<file path="src/hw/rtl/rf_packet_crc_checksum_assert.svh">
// ---------------------------------------------------------------------------
// Assertion macros for the packet CRC and checksum block
// Concurrent checks clocked on clk, disabled while rst_n is low.
// ---------------------------------------------------------------------------
`ifndef RF_PACKET_CRC_CHECKSUM_ASSERT_SVH
`define RF_PACKET_CRC_CHECKSUM_ASSERT_SVH

// Consequent must hold in the same cycle as the antecedent
`define RPCC_ASSERT_SAME(label, ante, cons) \
    label: assert property (@(posedge clk) disable iff (!rst_n) (ante) |-> (cons)) \
        else $error("rpcc: same-cycle check failed");

// Consequent must hold in the cycle after the antecedent
`define RPCC_ASSERT_NEXT(label, ante, cons) \
    label: assert property (@(posedge clk) disable iff (!rst_n) (ante) |=> (cons)) \
        else $error("rpcc: next-cycle check failed");

`endif

</file>
<file path="src/hw/rtl/rpcc_pkg.sv">
// ---------------------------------------------------------------------------
// rpcc_pkg
// Beat types, framing constants and the nibble table of the packet CRC.
// ---------------------------------------------------------------------------
package rpcc_pkg;

    localparam int unsigned POS_W = 5;

    localparam int unsigned        EXT_FLAG_BIT = 4;
    localparam logic [POS_W-1:0]   LAST_EXT     = 5'd22;  // 23-byte packet
    localparam logic [POS_W-1:0]   LAST_STD     = 5'd8;   // 9-byte packet
    localparam logic [POS_W-1:0]   SUM_FIRST    = 5'd7;
    localparam logic [POS_W-1:0]   SUM_LAST     = 5'd21;

    typedef struct packed {
        logic [7:0] pkt_byte;
    } byte_beat_t;

    typedef struct packed {
        logic [7:0] rf_crc;
        logic [7:0] ext_checksum;
        logic       is_extended;
    } result_beat_t;

    function automatic logic [7:0] nib_tab(input logic [3:0] idx);
        logic [7:0] val;
        case (idx)
            4'h0:    val = 8'h00;
            4'h1:    val = 8'h30;
            4'h2:    val = 8'h60;
            4'h3:    val = 8'h50;
            4'h4:    val = 8'hC0;
            4'h5:    val = 8'hF0;
            4'h6:    val = 8'hA0;
            4'h7:    val = 8'h90;
            4'h8:    val = 8'h80;
            4'h9:    val = 8'hB0;
            4'hA:    val = 8'hE0;
            4'hB:    val = 8'hD0;
            4'hC:    val = 8'h40;
            4'hD:    val = 8'h70;
            4'hE:    val = 8'h20;
            4'hF:    val = 8'h10;
            default: val = 8'h00;
        endcase
        return val;
    endfunction

endpackage

</file>
<file path="src/hw/rtl/rpcc_stream_if.sv">
// ---------------------------------------------------------------------------
// rpcc_stream_if
// Valid/ready stream channel carrying one beat of a packed payload type.
// ---------------------------------------------------------------------------
interface rpcc_stream_if #(
    parameter type payload_t = logic [7:0]
);
    logic     valid;
    logic     ready;
    payload_t data;

    modport source (output valid, output data, input ready);
    modport sink   (input valid, input data, output ready);
endinterface

</file>
<file path="src/hw/rtl/rpcc_pipe_reg.sv">
// ---------------------------------------------------------------------------
// rpcc_pipe_reg
// One-deep pipeline register on a valid/ready stream; full throughput.
// ---------------------------------------------------------------------------
module rpcc_pipe_reg (
    input  logic          clk,
    input  logic          rst_n,
    rpcc_stream_if.sink   up,
    rpcc_stream_if.source down
);

    logic valid_reg;
    logic valid_next;

    // Take a new beat whenever the register is empty or is being drained
    assign up.ready   = !valid_reg || down.ready;
    assign valid_next = up.ready ? up.valid : valid_reg;

    always_ff @(posedge clk or negedge rst_n)
    begin
        if (!rst_n)
        begin
            valid_reg <= 1'b0;
        end
        else
        begin
            valid_reg <= valid_next;
        end
    end

    always_ff @(posedge clk)
    begin
        if (up.valid && up.ready)
        begin
            down.data <= up.data;
        end
    end

    assign down.valid = valid_reg;

endmodule

</file>
<file path="src/hw/rtl/rpcc_update.sv">
// ---------------------------------------------------------------------------
// rpcc_update
// Per-byte framing, CRC and checksum update; emits one result per packet.
// ---------------------------------------------------------------------------
`include "rf_packet_crc_checksum_assert.svh"

module rpcc_update (
    input  logic          clk,
    input  logic          rst_n,
    rpcc_stream_if.sink   byte_in,
    rpcc_stream_if.source res_out
);

    logic [rpcc_pkg::POS_W-1:0] pos_reg;
    logic [rpcc_pkg::POS_W-1:0] pos_next;
    logic [7:0]                 crc_reg;
    logic [7:0]                 crc_next;
    logic [7:0]                 sum_reg;
    logic [7:0]                 sum_next;
    logic                       ext_reg;
    logic                       ext_next;

    logic [7:0]                 b;
    logic [7:0]                 crc_mix;
    logic [7:0]                 crc_new;
    logic [rpcc_pkg::POS_W-1:0] last_pos;
    logic                       in_sum;
    logic                       is_last;
    logic                       fire;

    assign b    = byte_in.data.pkt_byte;
    assign fire = byte_in.valid && res_out.ready;

    always_comb
    begin
        // Length flag is sampled only from the first byte of a packet
        ext_next = (pos_reg == '0) ? b[rpcc_pkg::EXT_FLAG_BIT] : ext_reg;

        crc_mix  = crc_reg ^ b;
        crc_new  = crc_mix ^ rpcc_pkg::nib_tab(crc_mix[3:0]);

        in_sum   = ext_next && (pos_reg inside {[rpcc_pkg::SUM_FIRST:rpcc_pkg::SUM_LAST]});
        last_pos = ext_next ? rpcc_pkg::LAST_EXT : rpcc_pkg::LAST_STD;
        is_last  = (pos_reg >= last_pos);

        if (is_last)
        begin
            pos_next = '0;
            crc_next = '0;
            sum_next = '0;
        end
        else
        begin
            pos_next = pos_reg + 1'b1;
            crc_next = crc_new;
            sum_next = in_sum ? (sum_reg + b) : sum_reg;
        end
    end

    always_ff @(posedge clk or negedge rst_n)
    begin
        if (!rst_n)
        begin
            pos_reg <= '0;
            crc_reg <= '0;
            sum_reg <= '0;
            ext_reg <= 1'b0;
        end
        else if (fire)
        begin
            pos_reg <= pos_next;
            crc_reg <= crc_next;
            sum_reg <= sum_next;
            ext_reg <= ext_next;
        end
    end

    // Hold the byte while the result register is full and not being drained
    assign byte_in.ready             = res_out.ready;
    assign res_out.valid             = byte_in.valid && is_last;
    assign res_out.data.rf_crc       = crc_new;
    assign res_out.data.ext_checksum = ext_next ? (8'd0 - sum_reg) : 8'd0;
    assign res_out.data.is_extended  = ext_next;

    `RPCC_ASSERT_SAME(a_pos_range, 1'b1, pos_reg <= rpcc_pkg::LAST_EXT)
    `RPCC_ASSERT_SAME(a_start_clean, pos_reg == '0, (crc_reg == '0) && (sum_reg == '0))
    `RPCC_ASSERT_SAME(a_std_no_sum, !ext_reg && (pos_reg != '0), sum_reg == '0)
    `RPCC_ASSERT_NEXT(a_wrap_after_last, fire && is_last, pos_reg == '0)

endmodule

</file>
<file path="src/hw/rtl/rf_packet_crc_checksum.sv">
// ---------------------------------------------------------------------------
// rf_packet_crc_checksum
// Frames radio packets from a byte stream and reports CRC and checksum.
// ---------------------------------------------------------------------------
//  channel  dir  payload                               beat
//  pkt      in   pkt_byte[7:0]                         one packet byte
//  res      out  rf_crc[7:0] ext_checksum[7:0]         one per packet,
//                is_extended                           after its last byte
//
//  Accepts one byte per cycle unless the result register stalls; a result
//  passes the input register, then the result register, after the packet's last byte.
//  The per-byte CRC table lookup and sum update sit between those registers.
//  Reset clears the framing position, CRC, sum and length flag.
//  A stalled result register holds the byte in the input register and
//  then deasserts pkt.ready.
// ---------------------------------------------------------------------------
module rf_packet_crc_checksum (
    input  logic          clk,
    input  logic          rst_n,
    rpcc_stream_if.sink   pkt,
    rpcc_stream_if.source res
);

    rpcc_stream_if #(.payload_t(rpcc_pkg::byte_beat_t))   byte_q ();
    rpcc_stream_if #(.payload_t(rpcc_pkg::result_beat_t)) res_d ();

    rpcc_pipe_reg u_in_reg (
        .clk   (clk),
        .rst_n (rst_n),
        .up    (pkt),
        .down  (byte_q)
    );

    rpcc_update u_update (
        .clk     (clk),
        .rst_n   (rst_n),
        .byte_in (byte_q),
        .res_out (res_d)
    );

    rpcc_pipe_reg u_out_reg (
        .clk   (clk),
        .rst_n (rst_n),
        .up    (res_d),
        .down  (res)
    );

endmodule

</file>
<file path="src/flat_wrapper.sv">
// flat-port wrapper written by rule: the top's interface ports become plain ports
module rf_packet_crc_checksum_flat 
  (clk, rst_n, pkt_valid, pkt_data, pkt_ready, res_valid, res_data, res_ready);
  rpcc_stream_if #(.payload_t(rpcc_pkg::byte_beat_t)) pkt_i ();
  rpcc_stream_if #(.payload_t(rpcc_pkg::result_beat_t)) res_i ();
  input  logic clk;
  input  logic rst_n;
  input wire logic [$bits(pkt_i.valid)-1:0] pkt_valid;
  input wire logic [$bits(pkt_i.data)-1:0] pkt_data;
  output wire logic [$bits(pkt_i.ready)-1:0] pkt_ready;
  output wire logic [$bits(res_i.valid)-1:0] res_valid;
  output wire logic [$bits(res_i.data)-1:0] res_data;
  input wire logic [$bits(res_i.ready)-1:0] res_ready;
  assign pkt_i.valid = pkt_valid;
  assign pkt_i.data = pkt_data;
  assign pkt_ready = pkt_i.ready;
  assign res_valid = res_i.valid;
  assign res_data = res_i.data;
  assign res_i.ready = res_ready;
  rf_packet_crc_checksum u_core (.clk(clk), .rst_n(rst_n), .pkt(pkt_i), .res(res_i));
endmodule
</file>
<file path="config.mk">
export PLATFORM = sky130hd
export DESIGN_NAME = rf_packet_crc_checksum_flat
export DESIGN_NICKNAME = d
export VERILOG_FILES = /design/src/hw/rtl/rpcc_pkg.sv /design/src/hw/rtl/rpcc_stream_if.sv /design/src/hw/rtl/rpcc_pipe_reg.sv /design/src/hw/rtl/rpcc_update.sv /design/src/hw/rtl/rf_packet_crc_checksum.sv /design/src/flat_wrapper.sv
export VERILOG_INCLUDE_DIRS = /design/src /design/src/hw/rtl
export SDC_FILE = /design/constraint.sdc
export NUM_CORES = 1
export LEC_CHECK = 0
export BUFFER_PORTS_ARGS = -buffer_cell sky130_fd_sc_hd__buf_4
export CORE_MARGIN = 2
export CORE_UTILIZATION = 35
export CTS_CLUSTER_DIAMETER = 120
export DETAILED_ROUTE_END_ITERATION = 10
export PLACE_DENSITY_LB_ADDON = 0.05
export SLEW_MARGIN = 0
export SYNTH_ARGS = -nofsm -noshare
export SYNTH_HDL_FRONTEND = slang
export SYNTH_SLANG_ARGS = --single-unit
</file>
<file path="constraint.sdc">
create_clock -name clk -period 4.8 [get_ports clk]
set_input_delay 0 -clock clk [delete_from_list [all_inputs] [get_ports clk]]
set_output_delay 0 -clock clk [all_outputs]
set_load 0.02 [all_outputs]
</file>
==> run summary <==
========================================================================================================
Outcome                                                                                     finished clean
Buffer cell driving the clock tree root                                                     sky130_fd_sc_hd__clkbuf_8
Time the final worst path needs with I/O delays and setup                                        3.85 ns
Largest cells by area after synthesis                                                       sky130_fd_sc_hd__edfxtp_1 (30%), sky130_fd_sc_hd__dfrtp_1 (24%), sky130_fd_sc_hd__ha_1 (7.1%)
Ordered cell list for the critical path                                                     inv_1, ha_1, nor4b_4, mux2i_1, buf_4, inv_1, ha_1, nand2b_1, a21oi_1, o221a_2, and2_1, nor2_1, a22o_1
Count of pins over their slew limit                                                                    0
Number of antenna violations at the first check in global routing                                      0
Core Area                                                                                    0.00683 mm²
Worst min-delay path category                                                                   in2async
Average cell area after synthesis                                                               11.6 µm²
RSZ-0062 raised after global routing                                                               false
Total via count in the routed design                                                                1688
Number of standard-cell rows in the floorplan                                                         30
Req. time, crit path                                                                             5.00 ns
Num CTS Buffers                                                                                        5
Sequential element share of the synthesized area                                                   54.4%
M2 GR Usage                                                                                        22.4%
Syn Inst Count                                                                                       214
Least-Margin Pin Slew                                                                           0.846 ns
Max-slew headroom                                                                                  43.6%
GR Util All Layers                                                                                 13.6%
Reg2Reg Setup Slack                                                                              0.95 ns
Die ar.                                                                                      0.00779 mm²
Startpoint-to-endpoint class of the critical path                                                reg2reg
Initial Util                                                                                       36.4%
Share of total power consumed by net switching                                                     39.9%
Number of levels the H-tree was split into                                                             2
Clock skew                                                                                    0.00475 ns
Placed cells                                                                                         336
Largest net degree at the start of global routing                                                     25
Detail-routed net length per standard cell                                                       13.5 µm
Synthesis Warnings                                                                                     0
I/O Pins                                                                                              31
Count of routing violations after the opening detailed-route iteration                                54
Number of hold violations in the final report                                                          0
Area overhead of the layout relative to synthesis                                                  23.0%
Reg power frac                                                                                     36.4%
Synthesized area                                                                             0.00248 mm²
TritonCTS clock tree                                                                                 yes
EDFF count, synth                                                                                     25
DRC violation count after routing                                                                      0
Number of flip-flops and latches in the synthesized netlist                                           49
CP Max Fanout                                                                                         18
Maximum root-to-sink buffer count                                                                      2
Total overflow reported by the global router                                                           0
Share of async-settable or async-resettable flops after synthesis                                  49.0%
Global-route met1 utilization                                                                      17.9%
Overall routed net length                                                                        4790 µm
Reg2reg end                                                                                 u_core.u_update.sum_reg[3]$_DFFE_PN0P_
Cts repair resizes                                                                                     0
R2R Path Start                                                                              u_core.u_update.pos_reg[1]$_DFFE_PN0P_
Final setup violation count                                                                            0
Number of flip-flops under the largest register name                                                  17
Startpoint type of the worst setup path                                                         register
Port bufs                                                                                             30
Combinational group share of total power                                                           49.6%
Most used cells in the layout excluding fill and tap cells                                  sky130_fd_sc_hd__buf_4 (31), sky130_fd_sc_hd__edfxtp_1 (25), sky130_fd_sc_hd__dfrtp_1 (24)
Reg with most FFs                                                                           u_core.u_out_reg.down.data
Pwr per Cell Area                                                                             719 mW/mm²
Global routing met3 resource utilization                                                           3.08%
Total number of nets in the final design                                                             286
Net load switching power                                                                          876 µW
Largest stage delay on the critical path                                                         0.74 ns
Post-CTS clock slew at the launch and capture registers of the worst setup and hold paths        0.09 ns
F_max                                                                                            259 MHz
Area share of the largest cell type after synthesis                                                30.2%
Worst-Skew Late Latency                                                                          0.30 ns
Capturing element type of the critical path                                                     register
Cell family with the largest share of critical-path delay                                   simple AND/OR/NAND/NOR gates
Slowest library cell on the worst path                                                      sky130_fd_sc_hd__and2_1
Sink Count                                                                                            49
Number of violations of the max-capacitance limit                                                      0
TNS Setup                                                                                           0 ns
Crit path arrival time                                                                           4.05 ns
Maximum vdd drop                                                                                0.195 mV
Vias per inst                                                                                       4.74
Clk network pwr share                                                                              14.0%
Fraction of layout instances using a drive strength above 1                                        16.9%
Leakage power total                                                                           0.00134 µW
Net count after synthesis                                                                            241
Fill cells                                                                                           671
Global placement routability congestion                                                            0.844
Buffers plus inverters on the worst setup path                                                         3
Share of the clock period used by the worst path                                                   80.3%
Via count of the first global-routing pass                                                          1648
Internal Pwr Total                                                                               1320 µW
Grt peak-use layer                                                                                  met2
Number of distinct library cells after synthesis                                                      40
First-pass GRT wire length                                                                       8090 µm
First-pass DRT Iterations                                                                              4
Post-route insts no fill                                                                             356
Leading area contributor after synthesis                                                    sky130_fd_sc_hd__edfxtp_1
Inserted Diodes                                                                                        0
Most frequently used flop master after synthesis                                            sky130_fd_sc_hd__edfxtp_1
Antenna viol nets, final                                                                               0
Most common library cell in the layout ignoring fill and taps                               sky130_fd_sc_hd__buf_4
Die width                                                                                        88.2 µm
DP Wirelength                                                                                    3510 µm
Height of the die                                                                                88.2 µm
Worst R2R Path Depth                                                                                  13
========================================================================================================
stage by stage:
step	setup slack (ns)	hold slack, ns	instance area [µm²]	power, µW	util [%]
2_1_floorplan	1.30	-0.296	2480	1620	-
3_3_place_gp	0.960	-0.0667	2820	1910	41.2
3_5_place_dp	0.889	-0.0668	2820	1910	41.2
4_1_cts	0.867	0.143	3050	2220	44.7
5_1_grt	0.588	0.159	3050	2400	44.7
6_report	0.946	0.140	3050	2200	44.7
synth_stat cells (2+ instances only):
master / n
sky130_fd_sc_hd__edfxtp_1: 25
sky130_fd_sc_hd__dfrtp_1: 24
sky130_fd_sc_hd__nand2_1: 19
sky130_fd_sc_hd__o21ai_0: 16
sky130_fd_sc_hd__ha_1: 14
sky130_fd_sc_hd__inv_1: 14
sky130_fd_sc_hd__nor2_1: 13
sky130_fd_sc_hd__xor2_1: 13
sky130_fd_sc_hd__xnor2_1: 12
sky130_fd_sc_hd__a22o_1: 10
sky130_fd_sc_hd__a21oi_1: 6
sky130_fd_sc_hd__a21o_1: 5
sky130_fd_sc_hd__nand2b_1: 4
sky130_fd_sc_hd__clkbuf_1: 3
sky130_fd_sc_hd__nand4_1: 3
sky130_fd_sc_hd__nor3_1: 3
sky130_fd_sc_hd__a211o_1: 2
sky130_fd_sc_hd__a31oi_1: 2
sky130_fd_sc_hd__and2_1: 2
sky130_fd_sc_hd__buf_2: 2
sky130_fd_sc_hd__nor2b_1: 2
sky130_fd_sc_hd__nor4b_1: 2
layer usage:
layer / wire length, µm / vias up
met1: 2310 / 801
li1: - / 856
met2: 2290 / 25
met3: 130 / 6
met5: 0 / -
met4: 63 / 0
cell families after synthesis:
kind of cell | share of synthesized area, %
mux | 0.856
fa+ha+maj | 7.86
flops | 54.4
xor+xnor | 8.82
buf+inv | 3.12
simple gates | 10.7
compound gates | 14.2
power groups by stage:
stage	clock [µW]	sequential, µW	combinational, µW
2_1_floorplan	0	841	780
3_3_place_gp	0	810	1100
3_5_place_dp	0	811	1100
4_1_cts	313	801	1110
5_1_grt	335	820	1240
6_report	308	798	1090
worst max-delay path by stage:
stage	startpoint	end	cells after the start
global placement	u_core.u_update.pos_reg[1]$_DFFE_PN0P_	u_core.u_update.sum_reg[6]$_DFFE_PN0P_	13
finish	u_core.u_update.pos_reg[1]$_DFFE_PN0P_	u_core.u_update.sum_reg[3]$_DFFE_PN0P_	13
floorplan	u_core.u_update.pos_reg[1]$_DFFE_PN0P_	u_core.u_update.sum_reg[0]$_DFFE_PN0P_	12
global route	u_core.u_update.pos_reg[0]$_DFFE_PN0P_	u_core.u_update.sum_reg[2]$_DFFE_PN0P_	13
detailed placement	u_core.u_update.pos_reg[1]$_DFFE_PN0P_	u_core.u_update.sum_reg[5]$_DFFE_PN0P_	13
CTS	u_core.u_update.pos_reg[1]$_DFFE_PN0P_	u_core.u_update.sum_reg[5]$_DFFE_PN0P_	13
timing repair:
action,4_1_cts,5_1_grt
endpoints found under the hold margin,34,0
hold buffers,12,0
buffers inserted,0,0
cell type report:
type / instances / area, µm² / share of cell area, %
inverters: 15 / 56.3 / 1.84
clock inverters: 2 / 36.3 / 1.19
clock buffers: 6 / 82.6 / 2.70
well taps: 96 / 120 / 3.93
repair buffers: 43 / 353 / 11.6
flip-flops and latches: 49 / 1350 / 44.2
multi-input cells: 145 / 1050 / 34.5
Note: power is estimated with default switching activity, not from simulation.
